File: config.mk
export PLATFORM = sky130hd
export DESIGN_NAME = sha1_byte_stream_hasher_top
export DESIGN_NICKNAME = d
export VERILOG_FILES = /design/src/rtl/sha1bs_pkg.sv /design/src/rtl/sha1bs_sched.sv /design/src/rtl/sha1bs_core.sv /design/src/rtl/sha1bs_out.sv /design/src/rtl/sha1_byte_stream_hasher_top.sv
export SDC_FILE = /design/constraint.sdc
export NUM_CORES = 2
export LEC_CHECK = 0
export BUFFER_PORTS_ARGS = -buffer_cell sky130_fd_sc_hd__buf_2
export CELL_PAD_IN_SITES_DETAIL_PLACEMENT = 0
export CELL_PAD_IN_SITES_GLOBAL_PLACEMENT = 1
export CORE_MARGIN = 2
export CORE_UTILIZATION = 57
export CTS_CLUSTER_SIZE = 24
export DETAILED_ROUTE_END_ITERATION = 10
export PLACE_DENSITY = 0.84
export SLEW_MARGIN = 20
export SYNTH_ARGS = -nofsm -noshare
export SYNTH_HDL_FRONTEND = slang
export SYNTH_HIERARCHICAL = 1
export SYNTH_SLANG_ARGS = --single-unit
File: constraint.sdc
create_clock -name aclk -period 22.4 [get_ports aclk]
set_input_delay 0 -clock aclk [delete_from_list [all_inputs] [get_ports aclk]]
set_output_delay 0 -clock aclk [all_outputs]
set_load 0.05 [all_outputs]
File: src/rtl/sha1bs_pkg.sv
package sha1bs_pkg;

    typedef logic [31:0] word_t;
    typedef logic [4:0][31:0] chain_t;

    localparam word_t K_00_19 = 32'h5A827999;
    localparam word_t K_20_39 = 32'h6ED9EBA1;
    localparam word_t K_40_59 = 32'h8F1BBCDC;
    localparam word_t K_60_79 = 32'hCA62C1D6;

    // word 0 sits in the low slice
    localparam chain_t CHAIN_IV = {32'hC3D2E1F0, 32'h10325476, 32'h98BADCFE,
                                   32'hEFCDAB89, 32'h67452301};

    localparam logic [7:0] PAD_BYTE   = 8'h80;
    localparam logic [5:0] LEN_POS    = 6'd56;
    localparam logic [5:0] LAST_POS   = 6'd63;
    localparam logic [6:0] LAST_ROUND = 7'd79;
    localparam logic [6:0] ROUND_20   = 7'd20;
    localparam logic [6:0] ROUND_40   = 7'd40;
    localparam logic [6:0] ROUND_60   = 7'd60;
    localparam logic [2:0] LAST_WORD  = 3'd4;

    localparam logic CMD_ABSORB = 1'b0;
    localparam logic CMD_FINISH = 1'b1;

    localparam logic STATUS_OK       = 1'b0;
    localparam logic STATUS_OVERFLOW = 1'b1;

    typedef enum logic [2:0] {
        ST_IDLE,
        ST_PAD,
        ST_ROUND,
        ST_ADD,
        ST_DONE
    } state_t;

    typedef struct packed {
        logic       byte_we;
        logic [7:0] byte_val;
        logic       word_done;
        logic       round_shift;
    } sched_ctrl_t;

    typedef struct packed {
        logic       load;
        logic       round_en;
        logic [6:0] round_idx;
        logic       accum;
        logic       reinit;
    } core_ctrl_t;

    typedef struct packed {
        logic load_digest;
        logic load_err;
    } out_ctrl_t;

    function automatic word_t rotl1(word_t x);
        return {x[30:0], x[31]};
    endfunction

    function automatic word_t rotl5(word_t x);
        return {x[26:0], x[31:27]};
    endfunction

    function automatic word_t rotl30(word_t x);
        return {x[1:0], x[31:2]};
    endfunction

endpackage

File: src/rtl/sha1bs_sched.sv
module sha1bs_sched (
    input  logic                     aclk,
    input  sha1bs_pkg::sched_ctrl_t  ctrl,
    output sha1bs_pkg::word_t        w_out
);

    logic [23:0]       acc_reg;
    sha1bs_pkg::word_t win_reg [16];
    sha1bs_pkg::word_t new_word;
    sha1bs_pkg::word_t shift_word;
    logic              shift_en;

    // win_reg[i] holds W[t+i]; the shifted-in word is W[t+16]
    assign new_word   = sha1bs_pkg::rotl1(win_reg[13] ^ win_reg[8] ^ win_reg[2] ^ win_reg[0]);
    assign shift_en   = (ctrl.byte_we && ctrl.word_done) || ctrl.round_shift;
    assign shift_word = ctrl.byte_we ? {acc_reg, ctrl.byte_val} : new_word;
    assign w_out      = win_reg[0];

    always_ff @(posedge aclk) begin
        if (ctrl.byte_we) begin
            acc_reg <= {acc_reg[15:0], ctrl.byte_val};
        end
        if (shift_en) begin
            for (int i = 0; i < 15; i++) begin
                win_reg[i] <= win_reg[i+1];
            end
            win_reg[15] <= shift_word;
        end
    end

endmodule

File: src/rtl/sha1bs_core.sv
module sha1bs_core (
    input  logic                    aclk,
    input  logic                    aresetn,
    input  sha1bs_pkg::core_ctrl_t  ctrl,
    input  sha1bs_pkg::word_t       w_in,
    output sha1bs_pkg::chain_t      chain_out
);

    sha1bs_pkg::chain_t h_reg;
    sha1bs_pkg::word_t  a_reg, b_reg, c_reg, d_reg, e_reg;
    sha1bs_pkg::word_t  f_val, k_val, a_next;

    always_comb begin
        priority if (ctrl.round_idx < sha1bs_pkg::ROUND_20) begin
            f_val = (b_reg & c_reg) | (~b_reg & d_reg);
            k_val = sha1bs_pkg::K_00_19;
        end else if (ctrl.round_idx < sha1bs_pkg::ROUND_40) begin
            f_val = b_reg ^ c_reg ^ d_reg;
            k_val = sha1bs_pkg::K_20_39;
        end else if (ctrl.round_idx < sha1bs_pkg::ROUND_60) begin
            f_val = (b_reg & c_reg) | (b_reg & d_reg) | (c_reg & d_reg);
            k_val = sha1bs_pkg::K_40_59;
        end else begin
            f_val = b_reg ^ c_reg ^ d_reg;
            k_val = sha1bs_pkg::K_60_79;
        end
    end

    assign a_next    = sha1bs_pkg::rotl5(a_reg) + f_val + e_reg + w_in + k_val;
    assign chain_out = h_reg;

    always_ff @(posedge aclk) begin
        if (!aresetn) begin
            h_reg <= sha1bs_pkg::CHAIN_IV;
        end else if (ctrl.reinit) begin
            h_reg <= sha1bs_pkg::CHAIN_IV;
        end else if (ctrl.accum) begin
            h_reg[0] <= h_reg[0] + a_reg;
            h_reg[1] <= h_reg[1] + b_reg;
            h_reg[2] <= h_reg[2] + c_reg;
            h_reg[3] <= h_reg[3] + d_reg;
            h_reg[4] <= h_reg[4] + e_reg;
        end
    end

    always_ff @(posedge aclk) begin
        if (ctrl.load) begin
            a_reg <= h_reg[0];
            b_reg <= h_reg[1];
            c_reg <= h_reg[2];
            d_reg <= h_reg[3];
            e_reg <= h_reg[4];
        end else if (ctrl.round_en) begin
            e_reg <= d_reg;
            d_reg <= c_reg;
            c_reg <= sha1bs_pkg::rotl30(b_reg);
            b_reg <= a_reg;
            a_reg <= a_next;
        end
    end

endmodule

File: src/rtl/sha1bs_out.sv
module sha1bs_out (
    input  logic                   aclk,
    input  logic                   aresetn,
    input  sha1bs_pkg::out_ctrl_t  ctrl,
    input  sha1bs_pkg::chain_t     chain_in,
    output logic                   busy,
    output logic                   m_tvalid,
    input  logic                   m_tready,
    output logic [31:0]            m_tdata,   // digest_word
    output logic                   m_tlast,   // last
    output logic [3:0]             m_tuser    // word_index[2:0], status[3]
);

    sha1bs_pkg::word_t word_reg [5];
    logic [2:0]        idx_reg;
    logic              err_reg;
    logic              valid_reg;
    logic              m_accept;
    logic              is_last;

    assign m_accept = valid_reg && m_tready;
    assign is_last  = err_reg || (idx_reg == sha1bs_pkg::LAST_WORD);

    assign busy     = valid_reg;
    assign m_tvalid = valid_reg;
    assign m_tdata  = word_reg[0];
    assign m_tlast  = is_last;
    assign m_tuser  = {err_reg ? sha1bs_pkg::STATUS_OVERFLOW : sha1bs_pkg::STATUS_OK, idx_reg};

    always_ff @(posedge aclk) begin
        if (!aresetn) begin
            valid_reg <= 1'b0;
            idx_reg   <= '0;
            err_reg   <= 1'b0;
        end else if (ctrl.load_digest || ctrl.load_err) begin
            valid_reg <= 1'b1;
            idx_reg   <= '0;
            err_reg   <= ctrl.load_err;
        end else if (m_accept) begin
            if (is_last) begin
                valid_reg <= 1'b0;
            end else begin
                idx_reg <= idx_reg + 3'd1;
            end
        end
    end

    always_ff @(posedge aclk) begin
        if (ctrl.load_digest) begin
            for (int i = 0; i < 5; i++) begin
                word_reg[i] <= chain_in[i];
            end
        end else if (ctrl.load_err) begin
            word_reg[0] <= '0;
        end else if (m_accept && !is_last) begin
            for (int i = 0; i < 4; i++) begin
                word_reg[i] <= word_reg[i+1];
            end
        end
    end

endmodule

File: src/rtl/sha1_byte_stream_hasher_top.sv
// Channel | Ports                     | Item
// --------+---------------------------+-------------------------------------------
// input   | s_tvalid s_tready s_tdata | tdata data_byte[7:0], tuser cmd
//         | s_tuser                   |
// result  | m_tvalid m_tready m_tdata | tdata digest_word[31:0], tlast last,
//         | m_tlast m_tuser           | tuser word_index[2:0], status[3]
//
// A data byte is taken while idle; the 64th byte of a block starts 80 rounds through
// the single round unit, then one chaining add, with s_tready low. A finish feeds
// 64-p pad bytes (p = bytes held) at one per cycle, plus 64 more when p >= 56; on a
// length overflow it pads nothing and yields one zero item. The five result items
// leave an output register one per cycle as m_tready allows, while new bytes are
// taken; a finish waits only if the previous digest is pending.
// aresetn is synchronous, active low, and restores the initial chaining words.
module sha1_byte_stream_hasher_top (
    input  logic        aclk,
    input  logic        aresetn,
    input  logic        s_tvalid,
    output logic        s_tready,
    input  logic [7:0]  s_tdata,   // data_byte
    input  logic        s_tuser,   // cmd
    output logic        m_tvalid,
    input  logic        m_tready,
    output logic [31:0] m_tdata,   // digest_word
    output logic        m_tlast,   // last
    output logic [3:0]  m_tuser    // word_index[2:0], status[3]
);

    sha1bs_pkg::state_t      state_reg, state_next;
    logic [5:0]              pos_reg, pos_next;
    logic [60:0]             cnt_reg, cnt_next;
    logic                    ovf_reg, ovf_next;
    logic [6:0]              round_reg, round_next;
    logic                    first_reg, first_next;
    logic                    extra_reg, extra_next;
    logic                    final_reg, final_next;
    logic                    padding_reg, padding_next;
    logic                    err_pend_reg, err_pend_next;

    sha1bs_pkg::sched_ctrl_t sched_ctrl;
    sha1bs_pkg::core_ctrl_t  core_ctrl;
    sha1bs_pkg::out_ctrl_t   out_ctrl;
    sha1bs_pkg::word_t       w_cur;
    sha1bs_pkg::chain_t      chain;
    logic                    out_busy;

    logic                    s_accept;
    logic                    absorb_cmd;
    logic                    finish_cmd;
    logic                    absorb_ok;
    logic                    byte_we;
    logic                    block_full;
    logic                    extra_eff;
    logic                    handoff;
    logic [63:0]             bit_count;
    logic [2:0]              len_sel;
    logic [7:0]              len_byte;
    logic [7:0]              pad_byte;

    assign s_tready   = (state_reg == sha1bs_pkg::ST_IDLE);
    assign s_accept   = s_tvalid && s_tready;
    assign absorb_cmd = s_accept && (s_tuser == sha1bs_pkg::CMD_ABSORB);
    assign finish_cmd = s_accept && (s_tuser == sha1bs_pkg::CMD_FINISH);
    // once the length overflows, bytes are dropped
    assign absorb_ok  = absorb_cmd && !ovf_reg && !(&cnt_reg);

    assign bit_count  = {cnt_reg, 3'b000};
    assign len_sel    = 3'd7 - pos_reg[2:0];
    assign len_byte   = bit_count[{len_sel, 3'b000} +: 8];
    // length bytes go only into the last padded block
    assign pad_byte   = first_reg ? sha1bs_pkg::PAD_BYTE :
                        ((pos_reg >= sha1bs_pkg::LEN_POS) && !extra_reg) ? len_byte : 8'h00;
    // marker landing in the length field forces an extra all-pad block
    assign extra_eff  = first_reg ? (pos_reg >= sha1bs_pkg::LEN_POS) : extra_reg;

    assign byte_we    = absorb_ok || (state_reg == sha1bs_pkg::ST_PAD);
    assign block_full = byte_we && (pos_reg == sha1bs_pkg::LAST_POS);
    assign handoff    = (state_reg == sha1bs_pkg::ST_DONE) && !out_busy;

    always_comb begin
        state_next = state_reg;
        unique case (state_reg)
            sha1bs_pkg::ST_IDLE: begin
                if (finish_cmd) begin
                    state_next = ovf_reg ? sha1bs_pkg::ST_DONE : sha1bs_pkg::ST_PAD;
                end else if (block_full) begin
                    state_next = sha1bs_pkg::ST_ROUND;
                end
            end
            sha1bs_pkg::ST_PAD: begin
                if (block_full) begin
                    state_next = sha1bs_pkg::ST_ROUND;
                end
            end
            sha1bs_pkg::ST_ROUND: begin
                if (round_reg == sha1bs_pkg::LAST_ROUND) begin
                    state_next = sha1bs_pkg::ST_ADD;
                end
            end
            sha1bs_pkg::ST_ADD: begin
                if (final_reg) begin
                    state_next = sha1bs_pkg::ST_DONE;
                end else if (padding_reg) begin
                    state_next = sha1bs_pkg::ST_PAD;
                end else begin
                    state_next = sha1bs_pkg::ST_IDLE;
                end
            end
            sha1bs_pkg::ST_DONE: begin
                if (!out_busy) begin
                    state_next = sha1bs_pkg::ST_IDLE;
                end
            end
            default: state_next = sha1bs_pkg::ST_IDLE;
        endcase
    end

    always_comb begin
        pos_next      = pos_reg;
        cnt_next      = cnt_reg;
        ovf_next      = ovf_reg;
        round_next    = round_reg;
        first_next    = first_reg;
        extra_next    = extra_reg;
        final_next    = final_reg;
        padding_next  = padding_reg;
        err_pend_next = err_pend_reg;

        if (absorb_cmd && !ovf_reg) begin
            cnt_next = cnt_reg + 61'd1;
            ovf_next = &cnt_reg;
        end
        if (byte_we) begin
            pos_next = pos_reg + 6'd1;
        end
        if (finish_cmd) begin
            first_next    = 1'b1;
            extra_next    = 1'b0;
            final_next    = 1'b0;
            padding_next  = 1'b1;
            err_pend_next = ovf_reg;
        end
        if (state_reg == sha1bs_pkg::ST_PAD) begin
            first_next = 1'b0;
            extra_next = block_full ? 1'b0 : extra_eff;
            if (block_full) begin
                final_next = !extra_eff;
            end
        end
        if (block_full) begin
            round_next = '0;
        end else if (state_reg == sha1bs_pkg::ST_ROUND) begin
            round_next = round_reg + 7'd1;
        end
        if (handoff) begin
            pos_next      = '0;
            cnt_next      = '0;
            ovf_next      = 1'b0;
            final_next    = 1'b0;
            padding_next  = 1'b0;
            err_pend_next = 1'b0;
        end

        sched_ctrl.byte_we     = byte_we;
        sched_ctrl.byte_val    = (state_reg == sha1bs_pkg::ST_PAD) ? pad_byte : s_tdata;
        sched_ctrl.word_done   = (pos_reg[1:0] == 2'b11);
        sched_ctrl.round_shift = (state_reg == sha1bs_pkg::ST_ROUND);

        core_ctrl.load      = block_full;
        core_ctrl.round_en  = (state_reg == sha1bs_pkg::ST_ROUND);
        core_ctrl.round_idx = round_reg;
        core_ctrl.accum     = (state_reg == sha1bs_pkg::ST_ADD);
        core_ctrl.reinit    = handoff;

        out_ctrl.load_digest = handoff && !err_pend_reg;
        out_ctrl.load_err    = handoff && err_pend_reg;
    end

    always_ff @(posedge aclk) begin
        if (!aresetn) begin
            state_reg    <= sha1bs_pkg::ST_IDLE;
            pos_reg      <= '0;
            cnt_reg      <= '0;
            ovf_reg      <= 1'b0;
            round_reg    <= '0;
            first_reg    <= 1'b0;
            extra_reg    <= 1'b0;
            final_reg    <= 1'b0;
            padding_reg  <= 1'b0;
            err_pend_reg <= 1'b0;
        end else begin
            state_reg    <= state_next;
            pos_reg      <= pos_next;
            cnt_reg      <= cnt_next;
            ovf_reg      <= ovf_next;
            round_reg    <= round_next;
            first_reg    <= first_next;
            extra_reg    <= extra_next;
            final_reg    <= final_next;
            padding_reg  <= padding_next;
            err_pend_reg <= err_pend_next;
        end
    end

    sha1bs_sched u_sched (
        .aclk  (aclk),
        .ctrl  (sched_ctrl),
        .w_out (w_cur)
    );

    sha1bs_core u_core (
        .aclk      (aclk),
        .aresetn   (aresetn),
        .ctrl      (core_ctrl),
        .w_in      (w_cur),
        .chain_out (chain)
    );

    sha1bs_out u_out (
        .aclk     (aclk),
        .aresetn  (aresetn),
        .ctrl     (out_ctrl),
        .chain_in (chain),
        .busy     (out_busy),
        .m_tvalid (m_tvalid),
        .m_tready (m_tready),
        .m_tdata  (m_tdata),
        .m_tlast  (m_tlast),
        .m_tuser  (m_tuser)
    );

endmodule

==> flow_summary.yaml <==
status:
  run_status: "complete, no violations"
setup_path:
  cp.buffers_inverters: 4
  r2r-end: "u_sched/win_reg[1][222]$_DFFE_PP_"
  worstSetupEndpointType: "register"
  ff2ff_path_depth: 9
  r2r_setup_slack_ns: 15.66
  timing.critical_path.mode_cell: "sky130_fd_sc_hd__buf_4"
  timing.critical_path.slowest_stage_cell: "sky130_fd_sc_hd__buf_4"
  critical_path_type: "reg2reg"
  worstPathCellList: "or4b_4, nor3_1, nand2b_1, nand2_4, a21o_4, buf_4, buf_12, buf_4, buf_6"
  cp-start-kind: "register"
  cp.required_ns: 22.71
  critical_path.max_fanout: 204
  rr_startpoint: "state_reg[0]$_SDFFE_PN0P_"
  cp.arrival_ns: 7.05
  timing.critical_path.max_delay_family: "buffers and inverters"
  cpPeakStageDelay_ns: 0.89
synth:
  flip_flop_and_latch_count_after_synthesis: 1104
  synth_cell_type_count: 100
  ys_top_cells_by_area: "sky130_fd_sc_hd__edfxtp_1 (47%), sky130_fd_sc_hd__dfxtp_1 (9.1%), sky130_fd_sc_hd__fa_1 (4.6%), sky130_fd_sc_hd__ha_1 (4.5%), sky130_fd_sc_hd__mux2_2 (3.5%)"
  yosys.area_share.adder_pct: 9.08
  netlist_area_um2: 54800
  synth_cells: 4410
  net_count_after_synthesis: 4746
  yosysWarnings: 6
  postSynthAreaPerCell_um2: 12.4
  synth-main-ff-cell: "sky130_fd_sc_hd__edfxtp_1"
  yosys.area_share.xor_xnor_pct: 4.49
  synth_top_family_by_area: "compound AO/OA/AOI/OAI gates"
  synth_area_in_compound_gates_pct: 10.5
  synthSimpleGateAreaFrac_pct: 9.38
  postSynth.asyncResetShare_pct: 0
  synth_enable_flop_cells: 856
  muxShareOfSynthArea_pct: 6.68
  yosysTopAreaCell: "sky130_fd_sc_hd__edfxtp_1"
  seq_area_frac_synth_pct: 55.9
  yosysTopAreaCellShare_pct: 46.9
clocking:
  clkTransAtPathRegs_ns: 0.06
  cts.htree.levels: 3
  tritoncts_clock_tree: "done"
  cts_resized: 0
  cts-buffers-inserted: 111
  tritoncts_num_sinks: 1104
  ctsRootBufferMaster: "sky130_fd_sc_hd__clkbuf_16"
  max-clock-path-buffers: 3
  clk_latency_ns: 0.72
placement:
  port-buffer-count: 51
  post-dp-hpwl_mm: 92.1
  routabilityCongestion: 0.960
detailed_routing:
  via_per_inst: 5.92
  drtAntennaViolNets: 0
  remaining_drc_errors: 0
  drc_marker_count_from_the_first_detailed_route_iteration: 3132
  avgRoutedWirePerCell_um: 22.9
  wl_mm: 132
  drt_first_pass_iters: 6
  route.vias.total: 34214
flow_run:
  cap_violations: 0
timing:
  min_period_over_period_pct: 30.1
  report.final.setup_viol: 0
  timing.setup.tns_ns: 0
  timing_worst_slew_pin_value_ns: 1.13
  fin_worst_skew_ns: 0.0494
  hold_viol: 0
  fmaxAchievable_mhz: 148
  grt_setup_unrepaired: "no"
  final_min_period_ns: 6.74
  timing.slew.headroom_pct: 24.5
  slew_viol_final: 0
global_routing:
  grt_start_max_net_pins: 205
  first_global_vias: 33094
  grtUsageTotal_pct: 26.8
  number_of_antenna_violations_at_the_first_check_in_global_routing: 2
  grt.overflow.total: 0
  grt_pass1_wl_mm: 201
finish:
  layout_common_cells: "sky130_fd_sc_hd__edfxtp_1 (856), sky130_fd_sc_hd__nor2_1 (312), sky130_fd_sc_hd__nand2_1 (277)"
  final_common_cell: "sky130_fd_sc_hd__edfxtp_1"
  final_util_pct: 63.1
  diodes_inserted: 0
  final_nets: 4754
  syn2layout_area_growth_pct: 9.43
  drive_gt1_share_pct: 13.5
  largest_register_ffs: 512
worst_hold_path:
  hold-path-cell-count: 3
  holdCritPathClass: "in2reg"
  holdPathEnd: "u_sched/acc_reg[0]$_DFFE_PP_"
  hold_path.startpoint: "s_tdata[0]"
floorplanning:
  initial_core_util_pct: 57.6
  die-area_um2: 98700
  die_width_um: 314
  fp-row-count: 113
  top_level_ports: 52
  core-area_um2: 95200
  fp.dieH_um: 314
power_and_ir_drop:
  total_leakage_power_uw: 0.0216
  max-vdd-ir-drop_v: 0.0000683
  pwr_density_cell_nw_per_um2: 70.5
==> where the power goes <==
part	internal, uW	switching [uW]	leakage [uW]
Clock	1150	814	0.00189
Combinational	18.7	44.1	0.0102
Sequential	2190	6.54	0.00957
==> worst register-to-register path, delay by kind of cell, from the launching register on <==
family                 cells  cell delay [ns]
buffers and inverters      4             3.42
and+or+nand+nor            4             1.76
AOI/OAI and AO/OA          1             0.68
DFF                        1             0.37
==> kinds of logic (layout without fill, tap and decap cells) <==
family	after synthesis	count (layout)
AO/OA/AOI/OAI	878	878
buffers and inverters	476	582
AND/OR/NAND/NOR	1040	1040
flip-flops	1104	1104
adder cells (fa/ha/maj)	323	323
multiplexers	308	308
XOR/XNOR	281	281
==> worst max-delay path by stage <==
stage	start	end	cells after the start
6_report	state_reg[0]$_SDFFE_PN0P_	u_sched/win_reg[1][222]$_DFFE_PP_	9
5_1_grt	state_reg[0]$_SDFFE_PN0P_	u_sched/win_reg[1][246]$_DFFE_PP_	9
4_1_cts	state_reg[0]$_SDFFE_PN0P_	u_sched/win_reg[1][246]$_DFFE_PP_	9
3_5_place_dp	state_reg[0]$_SDFFE_PN0P_	u_sched/win_reg[1][245]$_DFFE_PP_	9
3_3_place_gp	state_reg[0]$_SDFFE_PN0P_	u_sched/win_reg[1][245]$_DFFE_PP_	9
2_1_floorplan	cnt_reg[18]$_SDFFE_PP0P_	u_sched/win_reg[0][0]$_DFFE_PP_	10
==> metal layers <==
| layer | wire length, um | up-vias | GRT usage [%] |
|---|---|---|---|
| li1 | - | 16082 | - |
| met1 | 59400 | 16908 | 38.2 |
| met2 | 61300 | 993 | 42.2 |
| met3 | 6670 | 231 | 3.41 |
| met4 | 4880 | 0 | 10.0 |
| met5 | 0 | - | 0 |
==> layout make-up <==
cell class / count / area [um2]
fill: 7259 / 35200
sequential: 1104 / 30700
multi-input combinational: 2830 / 22100
clock buffer: 128 / 3010
tap: 1265 / 1580
inverter: 263 / 990
clock inverter: 83 / 900
timing repair buffer: 108 / 747
==> cells in the mapped netlist, types with 98 or more instances <==
master and instances:
sky130_fd_sc_hd__ha_1 198, sky130_fd_sc_hd__xnor2_1 212, sky130_fd_sc_hd__edfxtp_1 856, sky130_fd_sc_hd__a21oi_1 231, sky130_fd_sc_hd__clkbuf_1 98, sky130_fd_sc_hd__nor2_1 315
sky130_fd_sc_hd__fa_1 125, sky130_fd_sc_hd__nand2_1 279, sky130_fd_sc_hd__o21ai_0 204, sky130_fd_sc_hd__dfxtp_1 248, sky130_fd_sc_hd__mux2_2 172, sky130_fd_sc_hd__inv_1 261
==> repair_timing <==
item | 4_1_cts | 5_1_grt
endpoints found under the hold margin | 43 | 0
setup buffers | 0 | 0
hold buffers | 14 | 0
==> metrics by stage <==
step                      total power, uW  instances  setup WS (ns)  hold slack (ns)  area (um2)
final                                4230       5781          15.66            0.234       60000
after global routing                 4340       5781          15.21            0.210       60000
after CTS                            4270       5781          15.46            0.158       60000
after detailed placement             2310       5556          15.40            0.238       55900
after global placement               2300       5556          15.67            0.235       55900
after floorplan                      2290       4410           8.80            0.100       54800
Power figures use the tool's default switching activity.
